==> src/rtl/iss_pkg.sv <==
`timescale 1ns / 1ps
`default_nettype none
// ----------------------------------------------------------------------------
// iss_pkg
// Shared sizes, codes and types of the indexed sequence store.
// ----------------------------------------------------------------------------
package iss_pkg;

   localparam int CAPACITY      = 64;
   localparam int ADDR_W        = (CAPACITY > 1) ? $clog2(CAPACITY) : 1;
   localparam int CNT_W         = $clog2(CAPACITY + 1);
   localparam int DATA_W        = 32;
   localparam int POS_W         = 16;
   localparam int ACTION_W      = 3;
   localparam int STATUS_W      = 2;
   localparam int ENTRY_COUNT_W = 7;

   typedef enum logic [ACTION_W-1:0] {
      ACT_APPEND   = 3'd0,
      ACT_PREPEND  = 3'd1,
      ACT_INSERT   = 3'd2,
      ACT_REMOVE   = 3'd3,
      ACT_GET      = 3'd4,
      ACT_CONTAINS = 3'd5,
      ACT_CLEAR    = 3'd6
   } action_type;

   typedef enum logic [STATUS_W-1:0] {
      ST_OK    = 2'd0,
      ST_FULL  = 2'd1,
      ST_EMPTY = 2'd2
   } status_type;

   typedef struct packed {
      action_type               action;
      logic [POS_W-1:0]         position;
      logic [DATA_W-1:0]        item_value;
   } req_type;

   typedef struct packed {
      logic [DATA_W-1:0]        read_value;
      logic                     found;
      logic [ENTRY_COUNT_W-1:0] entry_count;
      status_type               status;
   } result_type;

   typedef struct packed {
      logic              wr_en;
      logic [ADDR_W-1:0] wr_addr;
      logic [DATA_W-1:0] wr_data;
      logic              rd_en;
      logic [ADDR_W-1:0] rd_addr;
   } mem_req_type;

   // Clamp a signed position into 0..upper.
   function automatic logic [CNT_W-1:0] clamp_index(input logic [POS_W-1:0] pos,
                                                   input logic [CNT_W-1:0] upper);
      logic [CNT_W-1:0] res;
      if (pos[POS_W-1]) begin
         res = '0;
      end else if (pos > POS_W'(upper)) begin
         res = upper;
      end else begin
         res = CNT_W'(pos);
      end
      return res;
   endfunction

endpackage
`default_nettype wire

==> src/rtl/iss_req_if.sv <==
`timescale 1ns / 1ps
`default_nettype none
// ----------------------------------------------------------------------------
// iss_req_if
// Request channel: valid/ready handshake with action, position and value.
// ----------------------------------------------------------------------------
interface iss_req_if;
   logic        valid;
   logic        ready;
   logic [2:0]  action;
   logic [15:0] position;
   logic [31:0] item_value;

   modport source (output valid, output action, output position, output item_value,
                   input ready);
   modport sink   (input valid, input action, input position, input item_value,
                   output ready);
endinterface
`default_nettype wire

==> src/rtl/iss_rsp_if.sv <==
`timescale 1ns / 1ps
`default_nettype none
// ----------------------------------------------------------------------------
// iss_rsp_if
// Response channel: valid/ready handshake with value, flag, count, status.
// ----------------------------------------------------------------------------
interface iss_rsp_if;
   logic        valid;
   logic        ready;
   logic [31:0] read_value;
   logic        found;
   logic [6:0]  entry_count;
   logic [1:0]  status;

   modport source (output valid, output read_value, output found, output entry_count,
                   output status, input ready);
   modport sink   (input valid, input read_value, input found, input entry_count,
                   input status, output ready);
endinterface
`default_nettype wire

==> src/rtl/iss_ram.sv <==
`timescale 1ns / 1ps
`default_nettype none
// ----------------------------------------------------------------------------
// iss_ram
// Entry storage: one write port, one read port with registered read data.
// ----------------------------------------------------------------------------
module iss_ram
   import iss_pkg::*;
(
   input  wire logic              clock,
   input  wire mem_req_type       mem_req,
   output      logic [DATA_W-1:0] rd_data
);

   logic [DATA_W-1:0] mem [CAPACITY];
   logic [DATA_W-1:0] rd_data_ff;

   always_ff @(posedge clock) begin
      if (mem_req.wr_en) begin
         mem[mem_req.wr_addr] <= mem_req.wr_data;
      end
      if (mem_req.rd_en) begin
         rd_data_ff <= mem[mem_req.rd_addr];
      end
   end

   assign rd_data = rd_data_ff;

endmodule
`default_nettype wire

==> src/rtl/iss_ctrl.sv <==
`timescale 1ns / 1ps
`default_nettype none
// ----------------------------------------------------------------------------
// iss_ctrl
// Request sequencer: clamps indices, walks the entry memory one entry per
// cycle to shift, read or search, and keeps the entry count.
// ----------------------------------------------------------------------------
module iss_ctrl
   import iss_pkg::*;
(
   input  wire logic              clock,
   input  wire logic              reset,
   input  wire logic              req_valid,
   output      logic              req_ready,
   input  wire req_type           req,
   output      mem_req_type       mem_req,
   input  wire logic [DATA_W-1:0] mem_rdata,
   output      logic              done,
   input  wire logic              slot_free,
   output      result_type        result
);

   typedef enum logic [4:0] {
      S_IDLE     = 5'b00001,
      S_SHIFT_UP = 5'b00010,
      S_PUT      = 5'b00100,
      S_WALK     = 5'b01000,
      S_FINISH   = 5'b10000
   } state_type;

   state_type         state_ff, state_in;
   logic [CNT_W-1:0]  count_ff, count_in;
   logic [CNT_W-1:0]  at_ff, at_in;
   logic [CNT_W-1:0]  end_ff, end_in;
   logic [CNT_W-1:0]  rd_idx_ff, rd_idx_in;
   logic [CNT_W-1:0]  pidx_ff, pidx_in;
   logic              issue_ff, issue_in;
   logic              pend_ff, pend_in;
   action_type        op_ff, op_in;
   logic [DATA_W-1:0] val_ff, val_in;
   logic [DATA_W-1:0] rd_value_ff, rd_value_in;
   logic              found_ff, found_in;
   status_type        status_ff, status_in;

   logic [CNT_W-1:0]  ins_at;
   logic [CNT_W-1:0]  rem_at;
   logic [CNT_W-1:0]  last_idx;
   logic [CNT_W-1:0]  up_idx;
   logic [CNT_W-1:0]  down_idx;
   logic              is_full;
   logic              is_empty;

   assign is_full  = (count_ff == CNT_W'(CAPACITY));
   assign is_empty = (count_ff == '0);
   assign last_idx = count_ff - CNT_W'(1);
   assign up_idx   = pidx_ff + CNT_W'(1);
   assign down_idx = pidx_ff - CNT_W'(1);
   assign rem_at   = clamp_index(req.position, last_idx);

   always_comb begin
      case (req.action)
         ACT_APPEND:  ins_at = count_ff;
         ACT_PREPEND: ins_at = '0;
         default:     ins_at = clamp_index(req.position, count_ff);
      endcase
   end

   always_comb begin
      state_in    = state_ff;
      count_in    = count_ff;
      at_in       = at_ff;
      end_in      = end_ff;
      rd_idx_in   = rd_idx_ff;
      issue_in    = issue_ff;
      op_in       = op_ff;
      val_in      = val_ff;
      rd_value_in = rd_value_ff;
      found_in    = found_ff;
      status_in   = status_ff;
      mem_req     = '0;
      done        = 1'b0;

      case (state_ff)
         S_IDLE: begin
            if (req_valid) begin
               op_in       = req.action;
               val_in      = req.item_value;
               rd_value_in = '0;
               found_in    = 1'b0;
               status_in   = ST_OK;
               state_in    = S_FINISH;
               case (req.action)
                  ACT_APPEND, ACT_PREPEND, ACT_INSERT: begin
                     if (is_full) begin
                        status_in = ST_FULL;
                     end else if (ins_at == count_ff) begin
                        // tail insert: no shift needed
                        mem_req.wr_en   = 1'b1;
                        mem_req.wr_addr = count_ff[ADDR_W-1:0];
                        mem_req.wr_data = req.item_value;
                        count_in        = count_ff + CNT_W'(1);
                     end else begin
                        at_in     = ins_at;
                        rd_idx_in = last_idx;
                        issue_in  = 1'b1;
                        state_in  = S_SHIFT_UP;
                     end
                  end
                  ACT_REMOVE, ACT_GET: begin
                     if (is_empty) begin
                        status_in = ST_EMPTY;
                     end else begin
                        at_in     = rem_at;
                        rd_idx_in = rem_at;
                        end_in    = (req.action == ACT_REMOVE) ? last_idx : rem_at;
                        issue_in  = 1'b1;
                        state_in  = S_WALK;
                     end
                  end
                  ACT_CONTAINS: begin
                     if (!is_empty) begin
                        rd_idx_in = '0;
                        end_in    = last_idx;
                        issue_in  = 1'b1;
                        state_in  = S_WALK;
                     end
                  end
                  ACT_CLEAR: begin
                     count_in = '0;
                  end
                  default: begin
                  end
               endcase
            end
         end

         S_SHIFT_UP: begin
            // read from the tail down to the insert point, write one slot higher
            if (issue_ff) begin
               mem_req.rd_en   = 1'b1;
               mem_req.rd_addr = rd_idx_ff[ADDR_W-1:0];
               if (rd_idx_ff == at_ff) begin
                  issue_in = 1'b0;
               end else begin
                  rd_idx_in = rd_idx_ff - CNT_W'(1);
               end
            end
            if (pend_ff) begin
               mem_req.wr_en   = 1'b1;
               mem_req.wr_addr = up_idx[ADDR_W-1:0];
               mem_req.wr_data = mem_rdata;
               if (pidx_ff == at_ff) begin
                  state_in = S_PUT;
               end
            end
         end

         S_PUT: begin
            mem_req.wr_en   = 1'b1;
            mem_req.wr_addr = at_ff[ADDR_W-1:0];
            mem_req.wr_data = val_ff;
            count_in        = count_ff + CNT_W'(1);
            state_in        = S_FINISH;
         end

         S_WALK: begin
            if (issue_ff) begin
               mem_req.rd_en   = 1'b1;
               mem_req.rd_addr = rd_idx_ff[ADDR_W-1:0];
               if (rd_idx_ff == end_ff) begin
                  issue_in = 1'b0;
               end else begin
                  rd_idx_in = rd_idx_ff + CNT_W'(1);
               end
            end
            if (pend_ff) begin
               case (op_ff)
                  ACT_REMOVE: begin
                     // capture the removed entry, pull the rest down one slot
                     if (pidx_ff == at_ff) begin
                        rd_value_in = mem_rdata;
                     end else begin
                        mem_req.wr_en   = 1'b1;
                        mem_req.wr_addr = down_idx[ADDR_W-1:0];
                        mem_req.wr_data = mem_rdata;
                     end
                  end
                  ACT_GET: begin
                     rd_value_in = mem_rdata;
                  end
                  ACT_CONTAINS: begin
                     if (mem_rdata == val_ff) begin
                        found_in = 1'b1;
                     end
                  end
                  default: begin
                  end
               endcase
               if (pidx_ff == end_ff) begin
                  if (op_ff == ACT_REMOVE) begin
                     count_in = last_idx;
                  end
                  state_in = S_FINISH;
               end
            end
         end

         S_FINISH: begin
            done = 1'b1;
            if (slot_free) begin
               state_in = S_IDLE;
            end
         end

         default: begin
            state_in = S_IDLE;
         end
      endcase

      pend_in = mem_req.rd_en;
      pidx_in = rd_idx_ff;
   end

   always_ff @(posedge clock) begin
      if (reset) begin
         state_ff <= S_IDLE;
         count_ff <= '0;
         issue_ff <= 1'b0;
         pend_ff  <= 1'b0;
      end else begin
         state_ff <= state_in;
         count_ff <= count_in;
         issue_ff <= issue_in;
         pend_ff  <= pend_in;
      end
   end

   always_ff @(posedge clock) begin
      at_ff       <= at_in;
      end_ff      <= end_in;
      rd_idx_ff   <= rd_idx_in;
      pidx_ff     <= pidx_in;
      op_ff       <= op_in;
      val_ff      <= val_in;
      rd_value_ff <= rd_value_in;
      found_ff    <= found_in;
      status_ff   <= status_in;
   end

   assign req_ready          = (state_ff == S_IDLE);
   assign result.read_value  = rd_value_ff;
   assign result.found       = found_ff;
   assign result.entry_count = ENTRY_COUNT_W'(count_ff);
   assign result.status      = status_ff;

endmodule
`default_nettype wire

==> src/rtl/indexed_sequence_store.sv <==
`timescale 1ns / 1ps
`default_nettype none
// ----------------------------------------------------------------------------
// indexed_sequence_store
// Bounded ordered list of signed 32-bit values with insert/remove by index.
// ----------------------------------------------------------------------------
// Usage:
//   req_ch carries one request per handshake: action (append, prepend,
//   insert, remove, get, contains, clear), a signed position and a value.
//   rsp_ch returns exactly one response per request, in order: read value,
//   found flag, entry count after the request and a status code.
//   One request is in work at a time; req_ch.ready is high while idle, and
//   a new request can be taken the cycle after the response register loads.
//   Tail append, clear, refused and empty requests need no memory walk; an
//   insert at index k first shifts the entries from the tail down to k,
//   a remove at k walks from k to the tail, a get reads entry k and a
//   contains walks every entry. The walks are bounded by the entry
//   memory's single read port, which walks one entry per cycle.
//   Reset (synchronous) empties the list and drops any pending response;
//   the memory itself is not cleared.
//   A stalled response waits in the output register; the next request is
//   accepted meanwhile and its result holds inside until the register frees.
// ----------------------------------------------------------------------------
module indexed_sequence_store
   import iss_pkg::*;
(
   input wire logic   clock,
   input wire logic   reset,
   iss_req_if.sink    req_ch,
   iss_rsp_if.source  rsp_ch
);

   req_type           req;
   mem_req_type       mem_req;
   logic [DATA_W-1:0] mem_rdata;
   logic              done;
   logic              slot_free;
   result_type        result;
   result_type        out_ff;
   logic              out_valid_ff, out_valid_in;

   assign req.action     = action_type'(req_ch.action);
   assign req.position   = req_ch.position;
   assign req.item_value = req_ch.item_value;

   iss_ctrl u_ctrl (
      .clock     (clock),
      .reset     (reset),
      .req_valid (req_ch.valid),
      .req_ready (req_ch.ready),
      .req       (req),
      .mem_req   (mem_req),
      .mem_rdata (mem_rdata),
      .done      (done),
      .slot_free (slot_free),
      .result    (result)
   );

   iss_ram u_ram (
      .clock   (clock),
      .mem_req (mem_req),
      .rd_data (mem_rdata)
   );

   assign slot_free = !out_valid_ff || rsp_ch.ready;

   always_comb begin
      out_valid_in = out_valid_ff;
      if (done && slot_free) begin
         out_valid_in = 1'b1;
      end else if (rsp_ch.ready) begin
         out_valid_in = 1'b0;
      end
   end

   always_ff @(posedge clock) begin
      if (reset) begin
         out_valid_ff <= 1'b0;
      end else begin
         out_valid_ff <= out_valid_in;
      end
   end

   always_ff @(posedge clock) begin
      if (done && slot_free) begin
         out_ff <= result;
      end
   end

   assign rsp_ch.valid       = out_valid_ff;
   assign rsp_ch.read_value  = out_ff.read_value;
   assign rsp_ch.found       = out_ff.found;
   assign rsp_ch.entry_count = out_ff.entry_count;
   assign rsp_ch.status      = out_ff.status;

   // one request at a time: ready drops right after an accept
   a_one_in_flight: assert property (@(posedge clock) disable iff (reset)
      (req_ch.valid && req_ch.ready) |=> !req_ch.ready)
      else $error("request accepted while another is in work");

   a_full_count: assert property (@(posedge clock) disable iff (reset)
      (rsp_ch.valid && rsp_ch.status == ST_FULL) |->
         rsp_ch.entry_count == ENTRY_COUNT_W'(CAPACITY))
      else $error("full status with a count below capacity");

   a_empty_count: assert property (@(posedge clock) disable iff (reset)
      (rsp_ch.valid && rsp_ch.status == ST_EMPTY) |->
         (rsp_ch.entry_count == '0 && rsp_ch.read_value == '0))
      else $error("empty status with entries or a read value");

   a_found_ok: assert property (@(posedge clock) disable iff (reset)
      (rsp_ch.valid && rsp_ch.found) |-> rsp_ch.status == ST_OK)
      else $error("found flag with an error status");

endmodule
`default_nettype wire
==> src/flat_wrapper.sv <==
// flat-port wrapper written by rule: the top's interface ports become plain ports
module indexed_sequence_store_flat import iss_pkg::*;
  (clock, reset, req_ch_valid, req_ch_action, req_ch_position, req_ch_item_value, req_ch_ready, rsp_ch_valid, rsp_ch_read_value, rsp_ch_found, rsp_ch_entry_count, rsp_ch_status, rsp_ch_ready);
  iss_req_if req_ch_i ();
  iss_rsp_if rsp_ch_i ();
  input wire logic clock;
  input wire logic reset;
  input wire logic [$bits(req_ch_i.valid)-1:0] req_ch_valid;
  input wire logic [$bits(req_ch_i.action)-1:0] req_ch_action;
  input wire logic [$bits(req_ch_i.position)-1:0] req_ch_position;
  input wire logic [$bits(req_ch_i.item_value)-1:0] req_ch_item_value;
  output wire logic [$bits(req_ch_i.ready)-1:0] req_ch_ready;
  output wire logic [$bits(rsp_ch_i.valid)-1:0] rsp_ch_valid;
  output wire logic [$bits(rsp_ch_i.read_value)-1:0] rsp_ch_read_value;
  output wire logic [$bits(rsp_ch_i.found)-1:0] rsp_ch_found;
  output wire logic [$bits(rsp_ch_i.entry_count)-1:0] rsp_ch_entry_count;
  output wire logic [$bits(rsp_ch_i.status)-1:0] rsp_ch_status;
  input wire logic [$bits(rsp_ch_i.ready)-1:0] rsp_ch_ready;
  assign req_ch_i.valid = req_ch_valid;
  assign req_ch_i.action = req_ch_action;
  assign req_ch_i.position = req_ch_position;
  assign req_ch_i.item_value = req_ch_item_value;
  assign req_ch_ready = req_ch_i.ready;
  assign rsp_ch_valid = rsp_ch_i.valid;
  assign rsp_ch_read_value = rsp_ch_i.read_value;
  assign rsp_ch_found = rsp_ch_i.found;
  assign rsp_ch_entry_count = rsp_ch_i.entry_count;
  assign rsp_ch_status = rsp_ch_i.status;
  assign rsp_ch_i.ready = rsp_ch_ready;
  indexed_sequence_store u_core (.clock(clock), .reset(reset), .req_ch(req_ch_i), .rsp_ch(rsp_ch_i));
endmodule
==> config.mk <==
export PLATFORM = sky130hd
export DESIGN_NAME = indexed_sequence_store_flat
export DESIGN_NICKNAME = d
export VERILOG_FILES = /design/src/rtl/iss_pkg.sv /design/src/rtl/iss_req_if.sv /design/src/rtl/iss_rsp_if.sv /design/src/rtl/iss_ram.sv /design/src/rtl/iss_ctrl.sv /design/src/rtl/indexed_sequence_store.sv /design/src/flat_wrapper.sv
export SDC_FILE = /design/constraint.sdc
export NUM_CORES = 2
export LEC_CHECK = 0
export BUFFER_PORTS_ARGS = -buffer_cell sky130_fd_sc_hd__clkbuf_2
export CAP_MARGIN = 20
export CORE_ASPECT_RATIO = 1.2
export CORE_MARGIN = 1.5
export CORE_UTILIZATION = 57
export DETAILED_ROUTE_END_ITERATION = 10
export MAX_ROUTING_LAYER = met4
export PLACE_DENSITY = 0.73
export SYNTH_ARGS = -nofsm -noshare
export SYNTH_HDL_FRONTEND = slang
export SYNTH_SLANG_ARGS = --single-unit
==> constraint.sdc <==
create_clock -name clock -period 6.3 [get_ports clock]
set_input_delay 1.26 -clock clock [delete_from_list [all_inputs] [get_ports clock]]
set_output_delay 1.26 -clock clock [all_outputs]
set_load 0.05 [all_outputs]
**Yosys cells after proc, flatten, opt, wreduce, memory -nomap -nowiden**

Memory sizes are Yosys's and may differ from the RTL's. A register that Yosys moved wholly into a read port is not among the register bits.
Index checks and enable logic that the tools add are counted.

- $add $sub $neg: 6
- Magnitude comparators: 2
- Equality and inequality tests: 49
- Mux-type cells: 81
- Reduce and logical (&&, ||, !) cells: 24

Operator list:

| cell | number |
|---|---|
| two-way mux 39 bit | 8 |
| two-way mux 7 bit | 26 |
| one-hot mux 39 bit (4 select lines) | 1 |
| one-hot mux 32 bit (2 select lines) | 2 |
| two-way mux 32 bit | 3 |
| one-hot mux 7 bit (3 select lines) | 3 |
| one-hot mux 7 bit (2 select lines) | 4 |
| two-way mux 5 bit | 9 |
| == test 7 bit | 5 |
| == test 32 bit | 1 |
| > comparator 16 x 7 -> 1 bit | 2 |
| inequality test 2 bit (second input constant) | 15 |
| one-hot mux 5 bit (5 select lines) | 1 |
| inequality test 3 bit (second input constant) | 7 |
| two-way mux 1 bit | 18 |
| AND reduction 6 bit | 3 |
| == test 3 bit (second input constant) | 5 |
| AND reduction 5 bit | 3 |
| adder 7 x 1 -> 7 bit (second input constant) | 2 |
| subtractor 7 x 1 -> 7 bit (second input constant) | 2 |
| AND reduction 11 bit | 1 |
| one-hot mux 5 bit (2 select lines) | 1 |
| == test 3 x 2 -> 1 bit (second input constant) | 3 |
| AND reduction 8 bit | 1 |
| other kinds (27) | 36 |

- Register bits after elaboration: 155
- Memory bits (writable): 2048
- Input port bits: 55
- Output and inout port bits: 44
- Word-level logic and storage cells: 181
- Memories kept: 1

Memory list:

| name | words | width | rd ports | clocked after memory_dff | wr ports | line | source |
|---|---|---|---|---|---|---|---|
| u_core.u_ram.mem | 64 | 32 | 1 | 1 | 1 | iss_ram.sv:15 | `logic [DATA_W-1:0] mem [CAPACITY];` |

**Depth between registers and ports, before layout**

- Depth in word-level cells: 12
- Depth in mapped cells: 16
- Depth with buffers taken out: 13

**By module**

Synthesis repeated with hierarchy kept, for this count alone.

- Cell total of the unflattened synthesis: 4242
- Area total of the unflattened synthesis: 87735.4 µm²

Modules (own cells, without submodules):

| module | instances | cells each | area an instance (µm²) |
|---|---|---|---|
| iss_ram | 1 | 3511 | 79359.9 |
| iss_ctrl | 1 | 684 | 7059.3 |
| indexed_sequence_store | 1 | 47 | 1316.3 |

**Least setup slack after synthesis**

No wires, ideal clock.

- Path kind: input-to-reg
- Start: in req_ch_position[0]
- End: mem u_core.u_ram.mem[32][0] (enable)
- Data arrival time: 5.560 ns
- Data required time: 5.839 ns
- Path slack: 0.279 ns
- Stages: 10
- Buffers on the path: 0
- Cells stage by stage: inv_1 -> ha_1 -> nand4b_1 -> o2bb2ai_1 -> nand2_1 -> a211oi_2 -> a21oi_4 -> a41oi_1 -> nand3_1 -> nor3_1

- Word-level cells in the longest chain between the ends: 12

RTL lines:

| element | line | source |
|---|---|---|
| start: declaration | flat_wrapper.sv:10 | `input wire logic [$bits(req_ch_i.position)-1:0] req_ch_position;` |
| > comparator 16 x 7 -> 1 bit | iss_pkg.sv:61 | `end else if (pos > POS_W'(upper)) begin` |
| two-way mux 7 bit (*) | iss_pkg.sv:61 |  |
| two-way mux 7 bit (*) | iss_pkg.sv:59 | `if (pos[POS_W-1]) begin` |
| one-hot mux 7 bit (2 select lines) (*) | iss_ctrl.sv:61 | `case (req.action)` |
| == test 7 bit (*) | iss_ctrl.sv:96 | `end else if (ins_at == count_ff) begin` |
| two-way mux 39 bit (*) | iss_ctrl.sv:96 |  |
| two-way mux 39 bit (*) | iss_ctrl.sv:94 | `if (is_full) begin` |
| two-way mux 39 bit (*) | iss_ctrl.sv:92 | `case (req.action)` |
| two-way mux 39 bit (*) | iss_ctrl.sv:85 | `if (req_valid) begin` |
| one-hot mux 39 bit (4 select lines) (*) | iss_ctrl.sv:83 | `case (state_ff)` |
| two-way mux 1 bit | iss_ram.sv:19 | `if (mem_req.wr_en) begin` |
| two-way mux 1 bit (implied by the code) | iss_ram.sv:20 | `mem[mem_req.wr_addr] <= mem_req.wr_data;` |
| end: declaration | iss_ram.sv:15 |  |

Every way passes the cells marked *; elsewhere a longest branch is shown, timed or not.

**Final worst setup path**

- Start: reg u_core.u_ctrl.count_ff[4]
- End: mem u_core.u_ram.mem[1][2] (enable)

- Word-level cells in the longest chain between the ends: 12
- Elaborated cells on any way between the ends: 13

RTL lines:

| element | line | source |
|---|---|---|
| start: declaration | iss_ctrl.sv:32 | `logic [CNT_W-1:0] count_ff, count_in;` |
| start signal: assignment | iss_ctrl.sv:232 | `count_ff <= count_in;` |
| > comparator 16 x 7 -> 1 bit | iss_pkg.sv:61 |  |
| two-way mux 7 bit | iss_pkg.sv:61 |  |
| two-way mux 7 bit | iss_pkg.sv:59 |  |
| one-hot mux 7 bit (2 select lines) | iss_ctrl.sv:61 |  |
| == test 7 bit | iss_ctrl.sv:96 |  |
| two-way mux 39 bit | iss_ctrl.sv:96 |  |
| two-way mux 39 bit (*) | iss_ctrl.sv:94 |  |
| two-way mux 39 bit (*) | iss_ctrl.sv:92 |  |
| two-way mux 39 bit (*) | iss_ctrl.sv:85 |  |
| one-hot mux 39 bit (4 select lines) (*) | iss_ctrl.sv:83 |  |
| two-way mux 1 bit | iss_ram.sv:19 |  |
| two-way mux 1 bit (implied by the code) | iss_ram.sv:20 |  |

Marks and branches as above.

==> impl_metrics.toml <==
[sta]
fin_ws_ps = 941
final.period_utilization_pct = 85.1
tightest_slew_ps = 1080
skew_ps = 43.8
post-route-min-period_ps = 5360
setup_viol = 0
hold_viol = 0
rsz0062_at_grt = "false"
final.setup.tns_ps = 0
slew_violations = 0
fmax_ghz = 0.187
slew_headroom_pct = 27.9

[worst_setup_path]
path_delay_family = "simple AND/OR/NAND/NOR gates"
cp_slowest_cell = "nor2_4"
crit_top_cell = "nor2_1"
cp-end-kind = "flop"
cp_max_fo = 32
path_buf_inv = 2
required_ps = 6780
path_class = "reg -> reg"
slowest_delay_ps = 990
start_kind = "flop"
crit_chain = "inv_1 -> ha_1 -> nand4b_1 -> nor2_1 -> a22oi_1 -> a211oi_2 -> nor2_1 -> buf_6 -> a41oi_4 -> or3b_1 -> nor2_4"
reg2reg_slack_ps = 940
cp.arrival_ps = 5840

[global_route]
grt_pass1_wl_um = 362000
grt_remaining_overflow = 0
grt_pass1_vias = 51382
grt_max_degree = 100
antenna_found_initial = 8
grtUsageTotal_pct = 33.7

[drt]
drt-initial-drc-count = 8672
routed_wirelength_um = 255000
drc = 0
wl_per_cell_um = 33.7
avgViaCountPerCell = 7.04
first_pass_iters = 9
routed-via-count = 53231
drtAntennaViolNets = 0

[yosys]
yosys_register_bits = 2235
yosysMostFrequentCell = "edfxtp_1"
synthArstFlopShare_pct = 0
synth_area_mm2 = 0.0867
synth_nets = 5321
synth-main-ff-cell = "edfxtp_1"
syn_inst = 5241
synth-edff-count = 2213
yosysWarningCount = 0
synth.top_cell.area_share_pct = 76.6
syn_area_per_cell_um2 = 16.5
synth_largest_area_cell = "edfxtp_1"
synth.area.top_cells = "edfxtp_1 77%, o221ai_1 4.0%, mux2i_1 3.2%"
ys_types = 94
yosys-top-cells-count = "2213 x edfxtp_1, 525 x nand2_1, 393 x o221ai_1"
seq_area_frac_synth_pct = 77.1

[finish]
synthToLayoutAreaGrowth_pct = 12.8
layout.nets = 5496
drive_gt1_share_pct = 13.9

[die]
pin_count = 99
rows = 156
initial_core_util_pct = 57.5
die_h_um = 430
core-area_mm2 = 0.151
dieArea_mm2 = 0.154
dieWidth_um = 359

[power]
p_leak_uw = 0.0317
finalPower_uw = 32900
power-per-cell-area_mw_per_mm2 = 336
peakVddDrop_mv = 0.266

[clock_tree]
clock_latency_ps = 870
cts_hold_buf = 0
cts_tree = "built"
clk_pin_slew_worst_paths_ps = 70
cts_buffer_depth = 3
post_cts_buffers = 0
cts-root-buf = "clkbuf_16"
cts_buffers = 203
clock-sinks = 2235
htreeDepth = 4
cts_resized = 0

[placement]
dpl_worst_slack_ps = 348
io_buffers = 98
place_hpwl_um = 145000
place_congestion = 0.918

[job]
max-cap-violations = 0

[hold_path]
hold_class = "reg -> reg"

[outcome]
status = "finished clean"
-- power by group --
group	switching (uW)	internal, uW	leakage, uW
combinational	2470	997	0.00891
clock	5440	6770	0.00322
sequential	236	17000	0.0195
total	8150	24800	0.0317
-- state kept, by name (all words and copies together) (netlist names), 2 cells and up --
register	count
u_core.u_ram.mem	2048
u_core.u_ctrl.rd_value_ff	32
u_core.u_ctrl.op_ff	3
u_core.u_ram.rd_data	32
u_core.rsp_ch.entry_count	7
u_core.u_ctrl.end_ff	7
u_core.u_ctrl.state_ff	5
u_core.u_ctrl.val_ff	32
u_core.u_ctrl.pidx_ff	7
u_core.rsp_ch.read_value	32
u_core.u_ctrl.at_ff	7
u_core.rsp_ch.status	2
u_core.u_ctrl.pidx_in	7
u_core.u_ctrl.count_ff	7
u_core.u_ctrl.status_ff	2
-- area by class of cell --
class	instances	area, um^2
sequential	2235	66900
fill	9999	53100
multi-input combinational	2584	18800
clock buffer	245	5330
timing repair buffer	338	2900
tap	1975	2470
clock inverter	130	1210
inverter	54	210
antenna	3	7.51
-- worst paths after layout --
kind / startpoint / end / depth (start not counted)
setup reg to reg: u_core.u_ctrl.count_ff[4] / u_core.u_ram.mem[1][2] / 11
hold / removal: u_core.u_ctrl.rd_value_ff[5] / u_core.rsp_ch.read_value[5] / 0
hold reg to reg: u_core.u_ctrl.rd_value_ff[5] / u_core.rsp_ch.read_value[5] / 0
setup / recovery: u_core.u_ctrl.count_ff[4] / u_core.u_ram.mem[1][2] / 11
-- per-layer routing --
metal,global-route usage (%),vias to the layer above,routed length (um)
met4,17.4,0,14700
met3,6.91,792,29300
met1,42.6,26647,90000
met5,-,-,0
met2,52.0,4022,121000
li1,-,21770,-
-- stage by stage --
stage	hold WS (ps)	cells	cell area [um^2]	utilization, %
floorplan	375	5241	86700	-
global placement	400	7182	91200	60.4
detailed placement	405	7182	91200	60.4
CTS	419	7557	97700	64.8
global route	422	7562	97800	64.8
finish	418	7564	97800	64.8
-- worst reg2reg max path, delay by kind of cell, from the launching register on --
kind,cells,cell delay (ps)
simple gates,5,2380
compound gates,3,880
fa+ha+maj,1,380
flops,1,750
buf+inv,2,570
-- kinds of logic after synthesis --
logic type                 synth area share (%)
buffers and inverters                      1.93
and+or+nand+nor                            5.86
DFF                                        77.1
AOI/OAI and AO/OA                          10.2
xor gates and xnor gates                  0.807
adders and majority gates                 0.369
muxes                                      3.65
-- layout by cell type (no fill, tap or decap), types with 41 or more instances in the layout --
cell / n
clkbuf_16: 205
clkinv_1: 55
inv_1: 41
o22ai_1: 47
xnor2_1: 62
a31oi_1: 60
mux2i_1: 275
a21oi_1: 50
nor2_4: 60
nor2_1: 70
o2111ai_1: 57
clkbuf_2: 98
o21ai_0: 77
nand2_1: 521
edfxtp_1: 2213
o221ai_1: 393
clkinv_2: 49
and3_1: 216
nor3_1: 44
buf_4: 190
a221oi_1: 231
buf_12: 48
Power figures use the tool's default switching activity.
